[config.mk]
export PLATFORM = sky130hd
export DESIGN_NAME = block_rms_dbfs_level_meter_top_flat
export DESIGN_NICKNAME = d
export VERILOG_FILES = /design/src/hdl/rmsdb_pkg.sv /design/src/hdl/rmsdb_if.sv /design/src/hdl/block_rms_dbfs_level_meter_top.sv /design/src/hdl/rmsdb_ctrl.sv /design/src/hdl/rmsdb_dp.sv /design/src/flat_wrapper.sv
export SDC_FILE = /design/constraint.sdc
export NUM_CORES = 2
export LEC_CHECK = 0
export BUFFER_PORTS_ARGS = -buffer_cell sky130_fd_sc_hd__buf_2
export CAP_MARGIN = 0
export CELL_PAD_IN_SITES_DETAIL_PLACEMENT = 1
export CELL_PAD_IN_SITES_GLOBAL_PLACEMENT = 1
export CORE_MARGIN = 1
export CORE_UTILIZATION = 40
export CTS_CLUSTER_DIAMETER = 80
export DETAILED_ROUTE_END_ITERATION = 7
export PLACE_DENSITY_LB_ADDON = 0.1
export SLEW_MARGIN = 20
export SYNTH_ARGS = -nofsm -noshare
export SYNTH_HDL_FRONTEND = slang
export SYNTH_SLANG_ARGS = --single-unit
[constraint.sdc]
create_clock -name i_clk -period 23.9 [get_ports i_clk]
set_input_delay 1.195 -clock i_clk [delete_from_list [all_inputs] [get_ports i_clk]]
set_output_delay 1.195 -clock i_clk [all_outputs]
set_load 0.03 [all_outputs]
[src/hdl/rmsdb_pkg.sv]
`timescale 1ns / 1ps
package rmsdb_pkg;

    localparam int BLOCK_MAX = 512;
    localparam int CNT_W     = $clog2(BLOCK_MAX + 1);
    localparam int SUM_W     = 40;
    localparam int E_W       = 6;
    localparam int FRAC_W    = 16;
    localparam int LOG_W     = E_W + FRAC_W;
    localparam int MAG_W     = LOG_W + 2;
    localparam int DBC_W     = 26;
    localparam int PROD_W    = LOG_W + DBC_W;

    localparam logic [DBC_W-1:0]  DB_PER_LOG2_Q24 = 26'd50504453;
    localparam logic [MAG_W-1:0]  FULL_SCALE_Q16  = MAG_W'(30 * 65536);
    localparam logic signed [16:0] LEVEL_RESET    = -17'sd30720;
    localparam logic signed [16:0] LEVEL_SILENT   = -17'sd51200;
    localparam logic [16:0]       DB_MAX          = 17'd51200;

    typedef struct packed {
        logic accept;
        logic norm;
        logic sqr;
        logic next;
        logic mul;
        logic rnd;
    } t_cmd;

    typedef struct packed {
        logic calc;
        logic x_top;
        logic sqr_last;
        logic pass;
        logic out_free;
    } t_stat;

endpackage

[src/hdl/rmsdb_if.sv]
`timescale 1ns / 1ps
interface rmsdb_in_if;
    logic               valid;
    logic               ready;
    logic               cmd;
    logic signed [15:0] sample;
    logic               last_sample;
    logic [31:0]        now_ms;

    modport source (output valid, cmd, sample, last_sample, now_ms, input ready);
    modport sink   (input valid, cmd, sample, last_sample, now_ms, output ready);
endinterface

interface rmsdb_out_if;
    logic               valid;
    logic               ready;
    logic signed [16:0] level_db;
    logic               level_updated;

    modport source (output valid, level_db, level_updated, input ready);
    modport sink   (input valid, level_db, level_updated, output ready);
endinterface

[src/hdl/block_rms_dbfs_level_meter_top.sv]
`timescale 1ns / 1ps
// channel   dir  payload                                    request taken when
// i_in      in   cmd, sample, last_sample, now_ms           valid && ready
// o_out     out  level_db, level_updated                    valid && ready
// i_cfg     in   update_interval_ms (i_cfg_wdata)           i_cfg_we
//
// a request is answered from the output register unless it is a due block end
// with a nonzero sum; that one has its result only after the shared log2 unit
// has run (normalize shifts and squaring steps for the sum, then again for
// the count, then multiply and round)
// reset: synchronous active low, level -120 dB, interval 100 ms
// input is held off while the log2 unit runs and while the output register
// is full and not taken
module block_rms_dbfs_level_meter_top (
    input  logic        i_clk,
    input  logic        i_rst_n,
    input  logic        i_cfg_we,
    input  logic [15:0] i_cfg_wdata,
    rmsdb_in_if.sink    i_in,
    rmsdb_out_if.source o_out
);
    import rmsdb_pkg::*;

    t_cmd  cmd;
    t_stat stat;
    logic  in_ready;

    assign i_in.ready = in_ready;

    rmsdb_ctrl u_ctrl (
        .i_clk      (i_clk),
        .i_rst_n    (i_rst_n),
        .i_in_valid (i_in.valid),
        .i_stat     (stat),
        .o_in_ready (in_ready),
        .o_cmd      (cmd)
    );

    rmsdb_dp u_dp (
        .i_clk           (i_clk),
        .i_rst_n         (i_rst_n),
        .i_cfg_we        (i_cfg_we),
        .i_cfg_wdata     (i_cfg_wdata),
        .i_cmd_bit       (i_in.cmd),
        .i_sample        (i_in.sample),
        .i_last_sample   (i_in.last_sample),
        .i_now_ms        (i_in.now_ms),
        .i_out_ready     (o_out.ready),
        .i_cmd           (cmd),
        .o_stat          (stat),
        .o_out_valid     (o_out.valid),
        .o_level_db      (o_out.level_db),
        .o_level_updated (o_out.level_updated)
    );
endmodule

[src/hdl/rmsdb_ctrl.sv]
`timescale 1ns / 1ps
module rmsdb_ctrl (
    input  logic           i_clk,
    input  logic           i_rst_n,
    input  logic           i_in_valid,
    input  rmsdb_pkg::t_stat i_stat,
    output logic           o_in_ready,
    output rmsdb_pkg::t_cmd o_cmd
);
    import rmsdb_pkg::*;

    typedef enum logic [5:0] {
        S_IDLE = 6'b000001,
        S_NORM = 6'b000010,
        S_SQR  = 6'b000100,
        S_NEXT = 6'b001000,
        S_MUL  = 6'b010000,
        S_RND  = 6'b100000
    } t_state;

    t_state r_state, n_state;

    always_comb begin
        n_state    = r_state;
        o_cmd      = '0;
        o_in_ready = 1'b0;
        unique case (r_state)
            S_IDLE: begin
                o_in_ready   = i_stat.out_free;
                o_cmd.accept = i_in_valid && i_stat.out_free;
                if (o_cmd.accept && i_stat.calc) begin
                    n_state = S_NORM;
                end
            end
            S_NORM: begin
                o_cmd.norm = 1'b1;
                if (i_stat.x_top) begin
                    n_state = S_SQR;
                end
            end
            S_SQR: begin
                o_cmd.sqr = 1'b1;
                if (i_stat.sqr_last) begin
                    n_state = S_NEXT;
                end
            end
            S_NEXT: begin
                o_cmd.next = 1'b1;
                n_state = i_stat.pass ? S_MUL : S_NORM;
            end
            S_MUL: begin
                o_cmd.mul = 1'b1;
                n_state = S_RND;
            end
            S_RND: begin
                o_cmd.rnd = 1'b1;
                n_state = S_IDLE;
            end
            default: n_state = S_IDLE;
        endcase
    end

    always_ff @(posedge i_clk) begin
        if (!i_rst_n) begin
            r_state <= S_IDLE;
        end else begin
            r_state <= n_state;
        end
    end
endmodule

[src/hdl/rmsdb_dp.sv]
`timescale 1ns / 1ps
module rmsdb_dp (
    input  logic               i_clk,
    input  logic               i_rst_n,
    input  logic               i_cfg_we,
    input  logic [15:0]        i_cfg_wdata,
    input  logic               i_cmd_bit,
    input  logic signed [15:0] i_sample,
    input  logic               i_last_sample,
    input  logic [31:0]        i_now_ms,
    input  logic               i_out_ready,
    input  rmsdb_pkg::t_cmd    i_cmd,
    output rmsdb_pkg::t_stat   o_stat,
    output logic               o_out_valid,
    output logic signed [16:0] o_level_db,
    output logic               o_level_updated
);
    import rmsdb_pkg::*;

    logic [15:0]        r_interval;
    logic [SUM_W-1:0]   r_sum;
    logic [CNT_W-1:0]   r_cnt;
    logic signed [16:0] r_level;
    logic [31:0]        r_last_time;
    logic [SUM_W-1:0]   r_x;
    logic [E_W-1:0]     r_e;
    logic [31:0]        r_m;
    logic [FRAC_W-1:0]  r_frac;
    logic [3:0]         r_i;
    logic               r_pass;
    logic [CNT_W-1:0]   r_n_hold;
    logic [LOG_W-1:0]   r_log_s;
    logic [LOG_W-1:0]   r_mag;
    logic [PROD_W-1:0]  r_prod;
    logic               r_out_valid;
    logic signed [16:0] r_out_level;
    logic               r_out_upd;

    logic signed [31:0] sq;
    logic               can_acc;
    logic [SUM_W-1:0]   sum_new;
    logic [CNT_W-1:0]   cnt_new;
    logic [31:0]        elapsed;
    logic               due;
    logic [63:0]        p64;
    logic [32:0]        p;
    logic [MAG_W-1:0]   mag;
    logic [PROD_W:0]    rnd_sum;
    logic [16:0]        db_raw;
    logic [16:0]        db;

    always_comb begin
        sq      = i_sample * i_sample;
        can_acc = (r_cnt != CNT_W'(BLOCK_MAX));
        sum_new = can_acc ? r_sum + {{(SUM_W-32){1'b0}}, sq} : r_sum;
        cnt_new = can_acc ? r_cnt + 1'b1 : r_cnt;
        elapsed = i_now_ms - r_last_time;
        due     = elapsed > {16'd0, r_interval};
        p64     = {32'd0, r_m} * {32'd0, r_m};
        p       = p64[63:31];
        mag     = FULL_SCALE_Q16 - {2'b00, r_log_s} + {2'b00, r_e, r_frac};
        rnd_sum = {1'b0, r_prod} + (PROD_W+1)'(64'd1 << 31);
        db_raw  = rnd_sum[PROD_W:32];
        db      = (db_raw > DB_MAX) ? DB_MAX : db_raw;
    end

    assign o_stat.calc     = !i_cmd_bit && i_last_sample && due && (sum_new != '0);
    assign o_stat.x_top    = r_x[SUM_W-1];
    assign o_stat.sqr_last = (r_i == 4'd0);
    assign o_stat.pass     = r_pass;
    assign o_stat.out_free = !r_out_valid || i_out_ready;

    assign o_out_valid     = r_out_valid;
    assign o_level_db      = r_out_level;
    assign o_level_updated = r_out_upd;

    always_ff @(posedge i_clk) begin
        if (!i_rst_n) begin
            r_interval  <= 16'd100;
            r_sum       <= '0;
            r_cnt       <= '0;
            r_level     <= LEVEL_RESET;
            r_last_time <= '0;
            r_out_valid <= 1'b0;
        end else begin
            if (i_cfg_we) begin
                r_interval <= i_cfg_wdata;
            end
            if (r_out_valid && i_out_ready) begin
                r_out_valid <= 1'b0;
            end
            if (i_cmd.accept) begin
                if (i_cmd_bit) begin
                    r_level     <= LEVEL_RESET;
                    r_last_time <= i_now_ms;
                    r_sum       <= '0;
                    r_cnt       <= '0;
                    r_out_valid <= 1'b1;
                    r_out_level <= LEVEL_RESET;
                    r_out_upd   <= 1'b1;
                end else if (i_last_sample) begin
                    r_sum <= '0;
                    r_cnt <= '0;
                    if (due) begin
                        r_last_time <= i_now_ms;
                        if (sum_new == '0) begin
                            r_level     <= LEVEL_SILENT;
                            r_out_valid <= 1'b1;
                            r_out_level <= LEVEL_SILENT;
                            r_out_upd   <= 1'b1;
                        end
                    end else begin
                        r_out_valid <= 1'b1;
                        r_out_level <= r_level;
                        r_out_upd   <= 1'b0;
                    end
                end else begin
                    r_sum       <= sum_new;
                    r_cnt       <= cnt_new;
                    r_out_valid <= 1'b1;
                    r_out_level <= r_level;
                    r_out_upd   <= 1'b0;
                end
            end
            if (i_cmd.rnd) begin
                r_level     <= 17'(-$signed({1'b0, db}));
                r_out_valid <= 1'b1;
                r_out_level <= 17'(-$signed({1'b0, db}));
                r_out_upd   <= 1'b1;
            end
        end
    end

    // log2 unit: normalize, then 16 squaring steps
    always_ff @(posedge i_clk) begin
        if (i_cmd.accept) begin
            r_x      <= sum_new;
            r_e      <= E_W'(SUM_W - 1);
            r_pass   <= 1'b0;
            r_n_hold <= cnt_new;
        end
        if (i_cmd.norm) begin
            if (r_x[SUM_W-1]) begin
                r_m    <= r_x[SUM_W-1 -: 32];
                r_frac <= '0;
                r_i    <= 4'd15;
            end else begin
                r_x <= r_x << 1;
                r_e <= r_e - 1'b1;
            end
        end
        if (i_cmd.sqr) begin
            if (p[32]) begin
                r_m         <= p[32:1];
                r_frac[r_i] <= 1'b1;
            end else begin
                r_m <= p[31:0];
            end
            r_i <= r_i - 1'b1;
        end
        if (i_cmd.next) begin
            if (!r_pass) begin
                r_log_s <= {r_e, r_frac};
                r_x     <= {{(SUM_W-CNT_W){1'b0}}, r_n_hold};
                r_e     <= E_W'(SUM_W - 1);
                r_pass  <= 1'b1;
            end else begin
                r_mag <= mag[MAG_W-1] ? '0 : mag[LOG_W-1:0];
            end
        end
        if (i_cmd.mul) begin
            r_prod <= r_mag * DB_PER_LOG2_Q24;
        end
    end
endmodule
[src/flat_wrapper.sv]
// flat-port wrapper written by rule: the top's interface ports become plain ports
module block_rms_dbfs_level_meter_top_flat import rmsdb_pkg::*;
  (i_clk, i_rst_n, i_cfg_we, i_cfg_wdata, i_in_valid, i_in_cmd, i_in_sample, i_in_last_sample, i_in_now_ms, i_in_ready, o_out_valid, o_out_level_db, o_out_level_updated, o_out_ready);
  rmsdb_in_if i_in_i ();
  rmsdb_out_if o_out_i ();
  input  logic i_clk;
  input  logic i_rst_n;
  input  logic i_cfg_we;
  input  logic [15:0] i_cfg_wdata;
  input wire logic [$bits(i_in_i.valid)-1:0] i_in_valid;
  input wire logic [$bits(i_in_i.cmd)-1:0] i_in_cmd;
  input wire logic [$bits(i_in_i.sample)-1:0] i_in_sample;
  input wire logic [$bits(i_in_i.last_sample)-1:0] i_in_last_sample;
  input wire logic [$bits(i_in_i.now_ms)-1:0] i_in_now_ms;
  output wire logic [$bits(i_in_i.ready)-1:0] i_in_ready;
  output wire logic [$bits(o_out_i.valid)-1:0] o_out_valid;
  output wire logic [$bits(o_out_i.level_db)-1:0] o_out_level_db;
  output wire logic [$bits(o_out_i.level_updated)-1:0] o_out_level_updated;
  input wire logic [$bits(o_out_i.ready)-1:0] o_out_ready;
  assign i_in_i.valid = i_in_valid;
  assign i_in_i.cmd = i_in_cmd;
  assign i_in_i.sample = i_in_sample;
  assign i_in_i.last_sample = i_in_last_sample;
  assign i_in_i.now_ms = i_in_now_ms;
  assign i_in_ready = i_in_i.ready;
  assign o_out_valid = o_out_i.valid;
  assign o_out_level_db = o_out_i.level_db;
  assign o_out_level_updated = o_out_i.level_updated;
  assign o_out_i.ready = o_out_ready;
  block_rms_dbfs_level_meter_top u_core (.i_clk(i_clk), .i_rst_n(i_rst_n), .i_cfg_we(i_cfg_we), .i_cfg_wdata(i_cfg_wdata), .i_in(i_in_i), .o_out(o_out_i));
endmodule
==> PnR_summary.wiki <==
{| class="wikitable"
! Metric !! Value
|-
| Max H-tree Level || 2
|-
| Buffer levels on the longest clock path || 3
|-
| Final cell count without fillers || 8917
|-
| Result of the run || completed
|-
| Average instance area after synthesis || between 9 and 10 um^2
|-
| Core region area || approximately 160000 um^2
|-
| Number of distinct standard cells referenced by the synthesized netlist || 93
|-
| Post-layout total power || 0.00772 W
|-
| Maximum achievable frequency || about 0.088 GHz
|-
| Maximum number of pins on one net before global-route repair || 82
|-
| Maximum fanout encountered on the critical timing path || 20
|-
| Iteration-0 DRC count of the detailed router || slightly above 2000
|-
| RSZ-0062 raised after global routing || false
|-
| Synth Instances || 6870
|-
| Power per unit of standard cell area || ~120 nW/um^2
|-
| Filler instances || roughly 18000
|-
| Worst min path class || reg -> reg
|-
| Detailed-route vias per instance || 5.20
|-
| Height of the die || between 300 and 400 um
|-
| Net Count, Synth || about 8800
|-
| Worst slew pin tran || 1.04 ns
|-
| Total number of vias || roughly 46000
|-
| Number of nets still failing antenna checks after routing || 0
|-
| Worst EP required || 24.11 ns
|-
| Most common cell after layout, fill and taps aside || sky130_fd_sc_hd__inv_1
|-
| # rows || 145
|-
| Total I/O pin count || 91
|-
| Total die area || 159000 um^2
|-
| Post-Synthesis Cell Area || 63000 um^2
|-
| PostCTS Resize Cnt || 0
|-
| Kind of launch point of the worst setup path || primary input
|-
| Num Clock Sinks || slightly above 300
|-
| Remaining max-slew budget at the tightest pin || 0.308
|-
| CTS buffer count || 39
|-
| Sequential-to-total area share from yosys stat || 0.118
|-
| Total setup buffers inserted after CTS || 0
|-
| Count of port buffers added during placement || 90
|-
| Clk_skew || 0.0196 ns
|-
| Max Cap Violations || 0
|-
| Beginning of the worst register-to-register path || u_core.u_dp.r_m[7]$_DFFE_PP_
|-
| Starting density of the core || 0.403
|-
| Critical path origin || i_in_sample[15]
|-
| Setup violations, final || 0
|-
| Final sum of negative setup slack || 0 ns
|-
| Data arrival time of the worst path || 11.62 ns
|-
| Static power due to leakage || 34.1 nW
|-
| Top layer reached by signal wires || met4
|-
| Post-Route WL || between 150000 and 200000 um
|-
| Capturing element type of the critical path || register
|-
| Number of warnings reported in the yosys synthesis log || 0
|-
| Ys async rst share || 0
|-
| Grt ovf || 0
|-
| Global-route wire length before repair || roughly 310000 um
|-
| Max rail drop VDD || 0.229 mV
|-
| Routed length on met3 || 5520 um
|-
| Total Nets Final || ~9000
|-
| Hold buffers post-CTS || 0
|-
| Overall die width || 399 um
|-
| Final Hold Fails || 0
|-
| HPWL after detailed placement || roughly 160000 um
|-
| Final worst path period share || 0.477
|-
| Buffer cell driving the clock tree root || sky130_fd_sc_hd__clkbuf_16
|-
| Number of global-route vias before repair || 52600
|-
| Global routing usage summed across all routing layers || 0.250
|-
| Source-to-sink clock delay at the later pin of the worst-skew pair || 0.61 ns
|-
| Critical-path cell with the highest stage delay || sky130_fd_sc_hd__a21oi_2
|-
| Source of the worst hold timing path || u_core.u_dp.r_frac[12]$_DFF_P_
|-
| Count of flip-flops with a built-in enable after synthesis || approximately 130
|-
| Max Transition Viols Final || 0
|-
| FF/Latch Area || around 7500 um^2
|-
| Antenna diodes || 0
|-
| Crit-path max cell delay || 0.78 ns
|-
| Antenna violations before repair || 4
|-
| Final min period || 11.41 ns
|-
| Area of combinational cells with multiple inputs || 48600 um^2
|-
| Worst setup path category || in -> reg
|-
| Clock tree from TritonCTS || done
|-
| Worst path bufs/invs || 4
|-
| Amount of wire on met2 after detailed routing || 95700 um
|-
| First drt pass iteration count || 7
|-
| Most frequent cells in the layout || sky130_fd_sc_hd__inv_1 (1602), sky130_fd_sc_hd__fa_1 (1151), sky130_fd_sc_hd__ha_1 (699)
|-
| Register clock-pin slew on the reported worst setup and hold paths || 0.06 ns
|-
| Post-Route M1 WL || 85700 um
|-
| Drt drc || 0
|-
| Layout overhead on the synthesized area || 6.39%
|-
| Last weighted congestion value of the routability-driven placer || 0.904
|-
| Kind of cell adding the most delay to the critical path || compound AO/OA/AOI/OAI gates
|-
| CP dominant cell by count || sky130_fd_sc_hd__fa_1
|-
| Share of final-layout standard cells stronger than drive strength 1 || 0.0398
|-
| Leading register cell type out of synthesis || sky130_fd_sc_hd__dfxtp_1
|-
| Flip-flop and latch count after synthesis || between 300 and 400
|-
| Wirelength per Cell || approximately 22 um
|-
| Placed Cells incl. Taps || between 8000 and 9000
|}
-- metal layers --
layer  GRT usage  vias up
met3      0.0210      201
met1       0.325    24000
met5           0        -
li1            -    21600
met2       0.442      631
met4      0.0682        0
-- synthesized netlist by cell type (76+ instances only) --
library cell	n	area share
sky130_fd_sc_hd__inv_1	1602	0.095
sky130_fd_sc_hd__fa_1	1151	0.37
sky130_fd_sc_hd__ha_1	699	0.14
sky130_fd_sc_hd__nand2_1	570	0.034
sky130_fd_sc_hd__nor2_1	298	0.018
sky130_fd_sc_hd__and2_1	280	0.028
sky130_fd_sc_hd__a21oi_1	233	0.019
sky130_fd_sc_hd__clkbuf_1	223	0.013
sky130_fd_sc_hd__dfxtp_1	185	0.059
sky130_fd_sc_hd__o21ai_0	169	0.013
sky130_fd_sc_hd__xnor2_1	147	0.020
sky130_fd_sc_hd__edfxtp_1	125	0.060
sky130_fd_sc_hd__nor2b_1	113	0.011
sky130_fd_sc_hd__nand3_1	108	0.0086
sky130_fd_sc_hd__a21o_1	95	0.011
sky130_fd_sc_hd__mux2i_1	76	0.012
-- cell type report --
cell class / count / share of cell area
Sequential cell: 310 / 0.111
Clock buffer: 54 / 0.0168
Clock inverter: 17 / 0.00383
Inverter: 1614 / 0.0904
Tap cell: 2058 / 0.0384
Timing Repair Buffer: 153 / 0.0138
Multi-Input combinational cell: 4711 / 0.726
-- final timing paths --
check,end,slack (ns),depth (start not counted)
hold reg to reg,u_core.u_dp.r_log_s[12]$_DFFE_PP_,0.48,0
setup reg to reg,u_core.u_dp.r_m[16]$_DFFE_PP_,13.08,29
setup / recovery,u_core.u_dp.o_level_db[12]$_DFFE_PP_,12.49,33
hold / removal,u_core.u_dp.r_log_s[12]$_DFFE_PP_,0.48,0
-- report_power, final --
| part | internal (W) | switching [W] | total [W] |
|---|---|---|---|
| Clock | 0.000380 | 0.000266 | 0.000646 |
| Sequential | 0.000614 | 0.0000530 | 0.000667 |
| Combinational | 0.00237 | 0.00404 | 0.00641 |
| Total | 0.00337 | 0.00436 | 0.00772 |
-- state kept, by name (all words and copies together), names as in the netlist, 6 cells and up --
name / flops
u_core.u_dp.r_prod: 17
u_core.u_dp.r_interval: 16
u_core.u_dp.r_m: 32
u_core.u_dp.r_x: 40
u_core.u_dp.r_log_s: 22
u_core.u_dp.r_frac: 16
u_core.u_dp.r_level: 17
u_core.u_dp.r_last_time: 32
u_core.u_dp.r_e: 6
u_core.u_dp.o_level_db: 17
u_core.u_dp.r_mag: 22
u_core.u_dp.r_cnt: 10
u_core.u_ctrl.r_state: 6
u_core.u_dp.r_n_hold: 10
u_core.u_dp.r_sum: 40
-- per-stage QoR --
step	util	hold WS [ns]	setup slack [ns]	instance area, um^2
after floorplan	-	0.437	13.35	63000
after global placement	0.420	0.456	12.20	65600
after detailed placement	0.420	0.462	11.85	65600
after CTS	0.429	0.481	12.48	67000
after global routing	0.429	0.491	11.92	67000
final	0.429	0.478	12.49	67000
-- cells by family after synthesis --
family          Yosys count  synth area share
flops                   310             0.118
simple gates           1681             0.131
compound gates          886            0.0924
buf+inv                1849             0.111
xor+xnor                209            0.0291
mux                      85            0.0137
fa+ha+maj              1850             0.505
No activity file was read; power rests on OpenSTA's default activity.
